[config.mk]
export PLATFORM = sky130hd
export DESIGN_NAME = lru_keyed_entry_cache_core
export DESIGN_NICKNAME = d
export VERILOG_FILES = /design/src/lkec_pkg.sv /design/src/lru_keyed_entry_cache_core.sv
export SDC_FILE = /design/constraint.sdc
export NUM_CORES = 2
export LEC_CHECK = 0
export BUFFER_PORTS_ARGS = -buffer_cell sky130_fd_sc_hd__buf_2
export CAP_MARGIN = 20
export CORE_MARGIN = 2
export CORE_UTILIZATION = 50
export CTS_CLUSTER_SIZE = 12
export DETAILED_ROUTE_END_ITERATION = 6
export PLACE_DENSITY_LB_ADDON = 0.25
export SETUP_SLACK_MARGIN = 0.1
export SKIP_CTS_REPAIR_TIMING = 1
export SLEW_MARGIN = 5
export SYNTH_ARGS = -nofsm -noshare
export SYNTH_HDL_FRONTEND = slang
export SYNTH_SLANG_ARGS = --single-unit
[constraint.sdc]
create_clock -name clk_i -period 10.2 [get_ports clk_i]
set_clock_uncertainty 0.2 [all_clocks]
set_input_delay 1.02 -clock clk_i [delete_from_list [all_inputs] [get_ports clk_i]]
set_output_delay 1.02 -clock clk_i [all_outputs]
set_load 0.01 [all_outputs]
[src/lkec_pkg.sv]
// Package for the keyed LRU entry cache: field widths, payload types and operation codes.
// No dependencies; imported by lru_keyed_entry_cache_core.
`default_nettype none

package lkec_pkg;

  localparam int unsigned KEY_W    = 64;
  localparam int unsigned STAMP_W  = 64;
  localparam int unsigned LEN_W    = 16;
  localparam int unsigned DIM_W    = 16;
  localparam int unsigned HANDLE_W = 32;
  localparam int unsigned SLOT_W   = 3;

  typedef logic [KEY_W-1:0]    key_t;
  typedef logic [STAMP_W-1:0]  stamp_t;
  typedef logic [LEN_W-1:0]    len_t;
  typedef logic [DIM_W-1:0]    dim_t;
  typedef logic [HANDLE_W-1:0] handle_t;
  typedef logic [SLOT_W-1:0]   slot_t;

  // Operation codes carried on the kind field.
  localparam logic KIND_LOOKUP = 1'b0;
  localparam logic KIND_STORE  = 1'b1;

endpackage

`default_nettype wire

[src/lru_keyed_entry_cache_core.sv]
// Fully associative cache with timestamp LRU replacement, scanned one entry per cycle.
// Depends on lkec_pkg for field widths, payload types and operation codes.
//
//  Channel   | Direction | Handshake                         | Payload
//  ----------+-----------+-----------------------------------+-----------------------------------
//  request   | in        | accepted when start && !busy      | kind, entry_key, new_seq_len,
//            |           |                                   | new_dim, new_handle
//  result    | out       | result_valid_o high for one cycle | success, slot_index, found_seq_len,
//            |           |                                   | found_dim, found_handle
//  config    | in        | written when cfg_valid_i && ready | cfg_data_i (cache_enabled)
//
// Cycles: a request that bypasses the cache (cache disabled, or a store with zero length or
// dimension) gives its result in the cycle after acceptance. Otherwise the entry memories are
// read through one port, one entry per cycle, and compared in the next cycle. A hit, or for
// a store a free entry, ends the scan; a lookup miss answers once the last entry is compared,
// and a store that finds neither evicts the oldest entry after comparing every entry.
// Reset clears the valid bits, the tick counter and the sequencer; the entry memories hold no
// reset value and are only read behind a valid bit. The receiver cannot stall: each result
// sits on the ports for exactly one cycle, and busy falls in that same cycle.
`default_nettype none

module lru_keyed_entry_cache_core #(
  parameter int unsigned ENTRIES = 8
) (
  input  wire                  clk_i,
  input  wire                  rst_ni,
  // Request channel.
  input  wire                  start,
  output logic                 busy,
  input  wire                  kind_i,
  input  lkec_pkg::key_t       entry_key_i,
  input  lkec_pkg::len_t       new_seq_len_i,
  input  lkec_pkg::dim_t       new_dim_i,
  input  lkec_pkg::handle_t    new_handle_i,
  // Result channel.
  output logic                 result_valid_o,
  output logic                 success_o,
  output lkec_pkg::slot_t      slot_index_o,
  output lkec_pkg::len_t       found_seq_len_o,
  output lkec_pkg::dim_t       found_dim_o,
  output lkec_pkg::handle_t    found_handle_o,
  // Configuration channel.
  input  wire                  cfg_valid_i,
  output logic                 cfg_ready_o,
  input  wire                  cfg_data_i
);

  import lkec_pkg::*;

  // Entry index width, and a scan pointer wide enough to hold ENTRIES itself.
  localparam int unsigned IDX_W = (ENTRIES > 1) ? $clog2(ENTRIES) : 1;
  localparam int unsigned CNT_W = $clog2(ENTRIES + 1);

  localparam logic [IDX_W-1:0] LAST_IDX = IDX_W'(ENTRIES - 1);
  localparam logic [CNT_W-1:0] PTR_END  = CNT_W'(ENTRIES);

  // Sequencer codes.
  localparam logic [1:0] S_IDLE  = 2'd0;
  localparam logic [1:0] S_SCAN  = 2'd1;
  localparam logic [1:0] S_WRITE = 2'd2;

  // Control state.
  logic [1:0]       state_q, state_d;
  logic             enabled_q;
  stamp_t           tick_q;
  logic             valid_q [ENTRIES];
  logic [CNT_W-1:0] ptr_q, ptr_d;
  logic             cmp_vld_q, cmp_vld_d;
  logic             res_vld_q, res_vld_d;

  // Latched request.
  logic    req_kind_q;
  key_t    req_key_q;
  len_t    req_len_q;
  dim_t    req_dim_q;
  handle_t req_handle_q;

  // Scan bookkeeping.
  logic [IDX_W-1:0] cmp_idx_q;
  logic [IDX_W-1:0] tgt_q, tgt_d;
  stamp_t           oldest_q, oldest_d;

  // Entry memories and their registered read data.
  key_t    key_mem    [ENTRIES];
  stamp_t  stamp_mem  [ENTRIES];
  len_t    len_mem    [ENTRIES];
  dim_t    dim_mem    [ENTRIES];
  handle_t handle_mem [ENTRIES];

  key_t    key_rd_q;
  stamp_t  stamp_rd_q;
  len_t    len_rd_q;
  dim_t    dim_rd_q;
  handle_t handle_rd_q;
  logic    vld_rd_q;

  // Result registers.
  logic    success_q, success_d;
  slot_t   slot_q, slot_d;
  len_t    found_len_q;
  dim_t    found_dim_q;
  handle_t found_handle_q;
  logic    found_load;

  logic             accept;
  logic             bypass;
  logic             rd_en;
  logic [IDX_W-1:0] rd_addr;
  logic             key_hit;
  logic             free_or_hit;
  logic             older;
  logic [IDX_W-1:0] cand_idx;
  stamp_t           cand_stamp;
  logic             do_write;
  stamp_t           tick_next;

  assign accept    = start && !busy;
  assign busy      = (state_q != S_IDLE);
  assign cfg_ready_o = 1'b1;

  // A disabled cache or a store with no payload size answers with an all-zero result at once.
  assign bypass = !enabled_q ||
                  ((kind_i == KIND_STORE) && ((new_seq_len_i == '0) || (new_dim_i == '0)));

  assign rd_en   = (state_q == S_SCAN) && (ptr_q < PTR_END);
  assign rd_addr = ptr_q[IDX_W-1:0];

  // Compare stage: the one shared key comparator and the one stamp comparator.
  assign key_hit     = vld_rd_q && (key_rd_q == req_key_q);
  assign free_or_hit = !vld_rd_q || (key_rd_q == req_key_q);
  assign older       = (cmp_idx_q == '0) || (stamp_rd_q < oldest_q);
  assign cand_idx    = older ? cmp_idx_q  : tgt_q;
  assign cand_stamp  = older ? stamp_rd_q : oldest_q;

  assign do_write  = (state_q == S_WRITE);
  assign tick_next = tick_q + 1'b1;

  always_comb begin
    state_d    = state_q;
    ptr_d      = ptr_q;
    cmp_vld_d  = 1'b0;
    res_vld_d  = 1'b0;
    tgt_d      = tgt_q;
    oldest_d   = oldest_q;
    success_d  = success_q;
    slot_d     = slot_q;
    found_load = 1'b0;

    case (state_q)
      S_IDLE: begin
        if (accept) begin
          success_d = 1'b0;
          slot_d    = '0;
          ptr_d     = '0;
          if (bypass) begin
            res_vld_d = 1'b1;
          end else begin
            state_d = S_SCAN;
          end
        end
      end
      S_SCAN: begin
        if (rd_en) begin
          ptr_d     = CNT_W'(ptr_q + 1'b1);
          cmp_vld_d = 1'b1;
        end
        if (cmp_vld_q) begin
          if (req_kind_q == KIND_LOOKUP) begin
            if (key_hit) begin
              tgt_d      = cmp_idx_q;
              found_load = 1'b1;
              cmp_vld_d  = 1'b0;
              state_d    = S_WRITE;
            end else if (cmp_idx_q == LAST_IDX) begin
              // Lookup miss: all-zero result, no state change.
              res_vld_d = 1'b1;
              cmp_vld_d = 1'b0;
              state_d   = S_IDLE;
            end
          end else begin
            if (free_or_hit) begin
              tgt_d     = cmp_idx_q;
              cmp_vld_d = 1'b0;
              state_d   = S_WRITE;
            end else begin
              tgt_d    = cand_idx;
              oldest_d = cand_stamp;
              if (cmp_idx_q == LAST_IDX) begin
                cmp_vld_d = 1'b0;
                state_d   = S_WRITE;
              end
            end
          end
        end
      end
      S_WRITE: begin
        success_d = 1'b1;
        slot_d    = SLOT_W'(tgt_q);
        res_vld_d = 1'b1;
        state_d   = S_IDLE;
      end
      default: begin
        state_d = S_IDLE;
      end
    endcase
  end

  always_ff @(posedge clk_i or negedge rst_ni) begin
    if (!rst_ni) begin
      state_q   <= S_IDLE;
      enabled_q <= 1'b1;
      tick_q    <= '0;
      ptr_q     <= '0;
      cmp_vld_q <= 1'b0;
      res_vld_q <= 1'b0;
      for (int i = 0; i < int'(ENTRIES); i++) begin
        valid_q[i] <= 1'b0;
      end
    end else begin
      state_q   <= state_d;
      ptr_q     <= ptr_d;
      cmp_vld_q <= cmp_vld_d;
      res_vld_q <= res_vld_d;
      if (cfg_valid_i && cfg_ready_o) begin
        enabled_q <= cfg_data_i;
      end
      if (do_write) begin
        tick_q <= tick_next;
        if (req_kind_q == KIND_STORE) begin
          valid_q[tgt_q] <= 1'b1;
        end
      end
    end
  end

  // Datapath registers without reset.
  always_ff @(posedge clk_i) begin
    if (accept) begin
      req_kind_q     <= kind_i;
      req_key_q      <= entry_key_i;
      req_len_q      <= new_seq_len_i;
      req_dim_q      <= new_dim_i;
      req_handle_q   <= new_handle_i;
      found_len_q    <= '0;
      found_dim_q    <= '0;
      found_handle_q <= '0;
    end else if (found_load) begin
      found_len_q    <= len_rd_q;
      found_dim_q    <= dim_rd_q;
      found_handle_q <= handle_rd_q;
    end
    if (rd_en) begin
      cmp_idx_q <= rd_addr;
      vld_rd_q  <= valid_q[rd_addr];
    end
    tgt_q     <= tgt_d;
    oldest_q  <= oldest_d;
    success_q <= success_d;
    slot_q    <= slot_d;
  end

  // Entry memories: one read port for the scan, one write port for the update.
  always_ff @(posedge clk_i) begin
    if (rd_en) begin
      key_rd_q    <= key_mem[rd_addr];
      stamp_rd_q  <= stamp_mem[rd_addr];
      len_rd_q    <= len_mem[rd_addr];
      dim_rd_q    <= dim_mem[rd_addr];
      handle_rd_q <= handle_mem[rd_addr];
    end
    if (do_write) begin
      stamp_mem[tgt_q] <= tick_next;
      if (req_kind_q == KIND_STORE) begin
        key_mem[tgt_q]    <= req_key_q;
        len_mem[tgt_q]    <= req_len_q;
        dim_mem[tgt_q]    <= req_dim_q;
        handle_mem[tgt_q] <= req_handle_q;
      end
    end
  end

  assign result_valid_o  = res_vld_q;
  assign success_o       = success_q;
  assign slot_index_o    = slot_q;
  assign found_seq_len_o = found_len_q;
  assign found_dim_o     = found_dim_q;
  assign found_handle_o  = found_handle_q;

  // A result is only presented once the sequencer has released the request channel.
  assert property (@(posedge clk_i) disable iff (!rst_ni) res_vld_q |-> (state_q == S_IDLE))
    else $error("result strobe while the scan is still running");

  // Every accepted request keeps the block busy or produces its result in the next cycle.
  assert property (@(posedge clk_i) disable iff (!rst_ni) accept |=> (busy || res_vld_q))
    else $error("accepted request neither scanned nor answered");

  // The tick only advances on an entry update.
  assert property (@(posedge clk_i) disable iff (!rst_ni)
                   (state_q != S_WRITE) |=> $stable(tick_q))
    else $error("tick counter moved without an entry update");

  // A failed request reports slot zero and an empty payload.
  assert property (@(posedge clk_i) disable iff (!rst_ni)
                   (res_vld_q && !success_q) |-> ((slot_q == '0) && (found_len_q == '0) &&
                                                  (found_dim_q == '0) &&
                                                  (found_handle_q == '0)))
    else $error("miss result carries a non-zero slot or payload");

endmodule

`default_nettype wire

* Word-level counts from Yosys, hierarchy flattened *
Memories as Yosys holds them, arrays and structs flattened. A register that Yosys moved wholly into a read port is not among the register bits.
Cells that the tools add are included.

storage, ports and cells
  word-level logic and storage cells = 129
  register bits after elaboration = 349
  latch bits = 0
  memories kept = 5
  input port bits = 134
  bits in read-only memories = 0
  memory bits (writable) = 1,536

operators by class
  $mul = 0
  bitwise logic cells = 4
  shifts and indexed selects = 0
  reductions and logical operators = 26
  equality and inequality tests = 11
  $add $sub $neg = 2
  muxes and demuxes = 48
  magnitude comparators = 5
  divide/modulo/power cells = 0

memories
  memory      words  width  read ports  clocked after memory_dff  wr ports  RTL line                          text
  key_mem     8      64     1           1                         1         lru_keyed_entry_cache_core.sv:84  key_t key_mem [ENTRIES];
  stamp_mem   8      64     1           1                         1         lru_keyed_entry_cache_core.sv:85  stamp_t stamp_mem [ENTRIES];
  handle_mem  8      32     1           1                         1         lru_keyed_entry_cache_core.sv:88  handle_t handle_mem [ENTRIES];
  dim_mem     8      16     1           1                         1         lru_keyed_entry_cache_core.sv:87  dim_t dim_mem [ENTRIES];
  len_mem     8      16     1           1                         1         lru_keyed_entry_cache_core.sv:86  len_t len_mem [ENTRIES];

operators with widths
  operator                                                              number
  64-bit by 1-bit adder with 64-bit output, second input constant       1
  64-bit == test                                                        1
  64-bit < comparator                                                   1
  16-bit logical NOT                                                    2
  1-bit two-way mux                                                     26
  2-bit two-way mux                                                     8
  3-bit two-way mux                                                     5
  5-bit AND reduction                                                   2
  4-bit greater-or-equal comparator, second input constant              2
  4-bit two-way mux                                                     2
  2-bit != test, second input constant                                  4
  4-bit by 3-bit != test with 1-bit output, second input constant       2
  3-bit NOT with 4-bit output                                           2
  8-bit bitwise OR                                                      1
  4-bit one-hot mux with 2 select lines                                 1
  2-bit nonzero test                                                    4
  3-bit one-hot mux with 2 select lines                                 1
  1-bit logical AND                                                     5
  4-bit by 1-bit adder with 4-bit output, second input constant         1
  1-bit logical OR                                                      4
  4-bit by 1-bit < comparator with 1-bit output, second input constant  1
  4-bit < comparator, second input constant                             1
  2-bit one-hot mux with 2 select lines                                 1
  2-bit AND reduction                                                   2
  14 further kinds                                                      16

* Logic depth before layout (Yosys ltp) *
  depth after elaboration = 8
  depth in mapped cells = 10

* Worst setup path after synthesis *
OpenSTA, ideal clock, no wires.

  kind = register to register
  start = register stamp_rd_q[1], read port of stamp_mem
  end = register oldest_q[0] (enable)
  setup slack = 1.515 ns
  period minus slack after synthesis = 8.685 ns
  arrival = 7.841 ns
  cell stages (with the launch flop) = 8
  setup time = 0.644 ns
  path through = edfxtp_1 > ha_1 > a2111o_1 > a311oi_1 > o21ai_0 > a221oi_1 > a21oi_1 > nor4_1

on the way
  cells in the longest elaborated chain, start to end = 3

RTL lines
  item                           RTL line                           text
  start, declared                lru_keyed_entry_cache_core.sv:91   stamp_t stamp_rd_q;
  64-bit < comparator            lru_keyed_entry_cache_core.sv:131  assign older = (cmp_idx_q == '0) || (stamp_rd_q < oldest_q);
  1-bit logical OR               lru_keyed_entry_cache_core.sv:131
  5-bit AND reduction (no line)  --
  end signal, assigned           lru_keyed_entry_cache_core.sv:257  oldest_q <= oldest_d;
  end, declared                  lru_keyed_entry_cache_core.sv:81   stamp_t oldest_q, oldest_d;

No other way between the ends.
A chain may end at the register's enable or synchronous reset.

* Final worst setup path *
  start = register stamp_rd_q[1], read port of stamp_mem
  end = register oldest_q[37] (enable)

The elaborated chain is that of the path after synthesis.

==> results_dict.tcl <==
set metrics [dict create \
    dpl.hpwl_mm 81.7 \
    die_w_um 401 \
    crit_fanout 64 \
    io_pins 205 \
    layout.cells.non_filler 6273 \
    tns_ns 0 \
    core_um2 156000 \
    fin_crit_sh_pct 42.9 \
    nets 4247 \
    wirelength_mm 157 \
    netlist_instances 3746 \
    ys_warn_count 0 \
    fin_total_pwr_mw 16.3 \
    clockBufferDepth 3 \
    first_global_vias 37100 \
    cp-startpoint "stamp_rd_q[1]$_DFFE_PP_" \
    overflow 0 \
    syn_nets 3945 \
    drc 0 \
    die_y_um 401 \
    portBuffers 203 \
    wl_per_cell_um 25.1 \
    worstSkewPairLatency_ns 0.85 \
    cts_buffers 207 \
    fill_cells 11400 \
    ir_drop_mv 0.180 \
    drtIter0Drc 3424 \
    crit_end "oldest_q[37]$_DFFE_PP_" \
    rows 145 \
    multi_input_area_um2 16600 \
    p_per_area_nw_per_um2 184 \
    drv_slew 0 \
    cp.required_ns 10.41 \
    grt_max_degree 150 \
    dp.cells 5894 \
    dieArea_um2 160000 \
    gp_congestion 0.765 \
    power.leakage_nw 28.5 \
    worst_pin_slew_ns 1.16 \
    viasPerCell 5.71 \
    yosysSeqAreaShare_pct 78.0 \
    reg2reg_from "stamp_rd_q[1]$_DFFE_PP_" \
    layout_min_cycle_time_ns 4.37 \
    grt.total_usage_pct 19.7 \
    start_util_pct 50.3 \
    start_kind "flip-flop" \
    syn_area_um2 78600 \
    firstDrtPassIters 5 \
    antenna_found_initial 10 \
    cap_violations 0 \
    drive_gt1_share_pct 27.0 \
    setup_viol 0 \
    arrival_ns 4.58 \
    rsz0062_at_grt "no" \
    dr_total_vias 35800 \
    ys_ff_latch 2077 \
    cts_num_sinks 2077 \
    htreeDepth 4 \
    hold_slack_ns -0.0000868 \
    ff2ff_path_depth 8 \
    path_clk_slew_ns 0.06 \
    ant_nets 0 \
    cp-end-kind "flip-flop" \
    relSlewSlack_pct 22.0 \
    min_path_type "in2async" \
    grt_pass1_wl_mm 236 \
    regToRegEndpoint "oldest_q[37]$_DFFE_PP_" \
    fmax_mhz 229 \
    hold_viol 1 \
    violations "hold timing" \
    synth_cell_types 56 \
    area_delta_synth_final_pct 12.8 \
    r2r_setup_slack_ns 5.83 \
    cts_root_buf "clkbuf_16" \
    syn_avg_cell_area_um2 21.0 \
    status "finished with violations" \
    critPathKind "reg2reg" \
    cts_tree "yes" \
    ff_latch_area_um2 61300 \
]
worst max-delay path, stage by stage, from the launching register on:
cell and delay [ns]:
edfxtp_1 0.40, ha_1 0.29, a2111o_1 0.38, a311oi_1 0.58
o21ai_0 0.20, a221oi_1 0.63, a21oi_1 0.17, nor4_2 0.24
buf_4 0.81
registers in the layout, indices dropped and copies added (netlist names), 3 cells and up:
register / flops
tgt_q: 3
stamp_mem: 512
req_key_q: 64
cmp_idx_q: 3
req_dim_q: 16
req_len_q: 16
dim_mem: 128
handle_mem: 256
found_handle_o: 32
len_mem: 128
found_seq_len_o: 16
dim_rd_q: 16
ptr_q: 4
oldest_q: 64
key_rd_q: 64
req_handle_q: 32
found_dim_o: 16
len_rd_q: 16
slot_index_o: 3
tick_q: 64
handle_rd_q: 32
valid_q: 8
key_mem: 512
stamp_rd_q: 64
routing by layer:
metal	global-route usage [%]	wire length, um	share of wire [%]
met1	27.6	66900	43
met2	32.3	77600	49
met3	3.33	9180	5.8
met4	5.65	3420	2.2
met5	0	13	0.0083
how the worst min path moves through the flow:
| stage | slack [ns] | to | from | cells after the start |
|---|---|---|---|---|
| after floorplan | 0.22 | oldest_q[0]$_DFFE_PP_ | stamp_rd_q[0]$_DFFE_PP_ | 0 |
| final | -0.00009 | result_valid_o$_DFF_PN0_ | rst_ni | 1 |
| after global placement | 0.23 | oldest_q[7]$_DFFE_PP_ | stamp_rd_q[7]$_DFFE_PP_ | 0 |
| after global routing | 0.005 | result_valid_o$_DFF_PN0_ | rst_ni | 1 |
| after detailed placement | 0.24 | oldest_q[0]$_DFFE_PP_ | stamp_rd_q[0]$_DFFE_PP_ | 0 |
| after CTS | -0.04 | result_valid_o$_DFF_PN0_ | rst_ni | 1 |
cells by family (layout without fill, tap and decap cells):
kind of cell	count (synthesis)	after routing	synth area share, %
AO/OA/AOI/OAI	127	127	0.885
XOR/XNOR	190	190	2.12
adder cells (fa/ha/maj)	65	65	1.03
buffers and inverters	234	702	1.15
other	1	2	0.00477
flip-flops	2077	2077	78.0
AND/OR/NAND/NOR	471	471	2.97
multiplexers	581	581	13.8
cells in the mapped netlist, drive strengths merged:
library cell     n  share of area, %
edfxtp        1932                74
mux4           386                11
mux2           195               2.8
nand2          156              0.75
xor2           117               1.3
nand3          116              0.76
clkbuf          90              0.43
o21ai           81              0.52
dfrtp           80               2.5
inv             76              0.36
nor2            76              0.38
xnor2           73              0.81
buf             67              0.35
ha              65               1.0
dfxtp           64               1.6
nor4            31              0.28
a21oi           28              0.18
nor3            24              0.18
nand4           22              0.20
and2             9             0.072
or2              9             0.072
and4             8             0.089
and3             6             0.048
or3              5             0.046
nand2b           4             0.032
or4              4             0.048
a221oi           3             0.033
a22oi            3             0.029
a211oi           2             0.019
o211ai           2             0.019
a2111o           1             0.014
a2111oi          1             0.011
a211o            1             0.011
a21boi           1            0.0096
a311oi           1             0.011
a41oi            1             0.011
clkinv           1            0.0048
conb             1            0.0048
dfstp            1             0.033
nand3b           1            0.0096
o221ai           1             0.011
o311ai           1             0.011
stage by stage:
stage,util [%],instance area (um^2),setup WS (ns),hold slack [ns]
after floorplan,-,78600,1.51,0.217
after global placement,52.6,82200,5.85,0.234
after detailed placement,52.7,82300,5.78,0.237
after CTS,56.7,88600,5.74,-0.0380
after global routing,56.8,88700,5.66,0.00460
final,56.8,88700,5.83,-0.0000868
where the power goes:
part           switching, mW  internal, mW
sequential           0.00103          9.18
combinational         0.0303        0.0194
clock                   3.10          3.99
layout by cell type (no fill, tap or decap), types with 34 or more instances in the layout:
cell and instances:
edfxtp_1 1932, mux4_2 386, clkbuf_16 209, buf_2 202
mux2_2 195, nand2_1 154, xor2_1 117, nand3_1 113
clkbuf_1 92, o21ai_0 81, dfrtp_1 77, inv_1 74
xnor2_1 73, ha_1 65, dfxtp_1 64, nor2_1 59
buf_4 34
cell type report:
type,instances,area share (%)
Sequential cell,2077,69.1
Multi-Input combinational cell,1435,18.7
Clock buffer,323,6.63
Tap cell,2058,2.90
Timing Repair Buffer,250,1.74
Clock inverter,52,0.571
Inverter,77,0.340
Antenna cell,1,0.00282
Note: power is estimated with default switching activity, not from simulation.
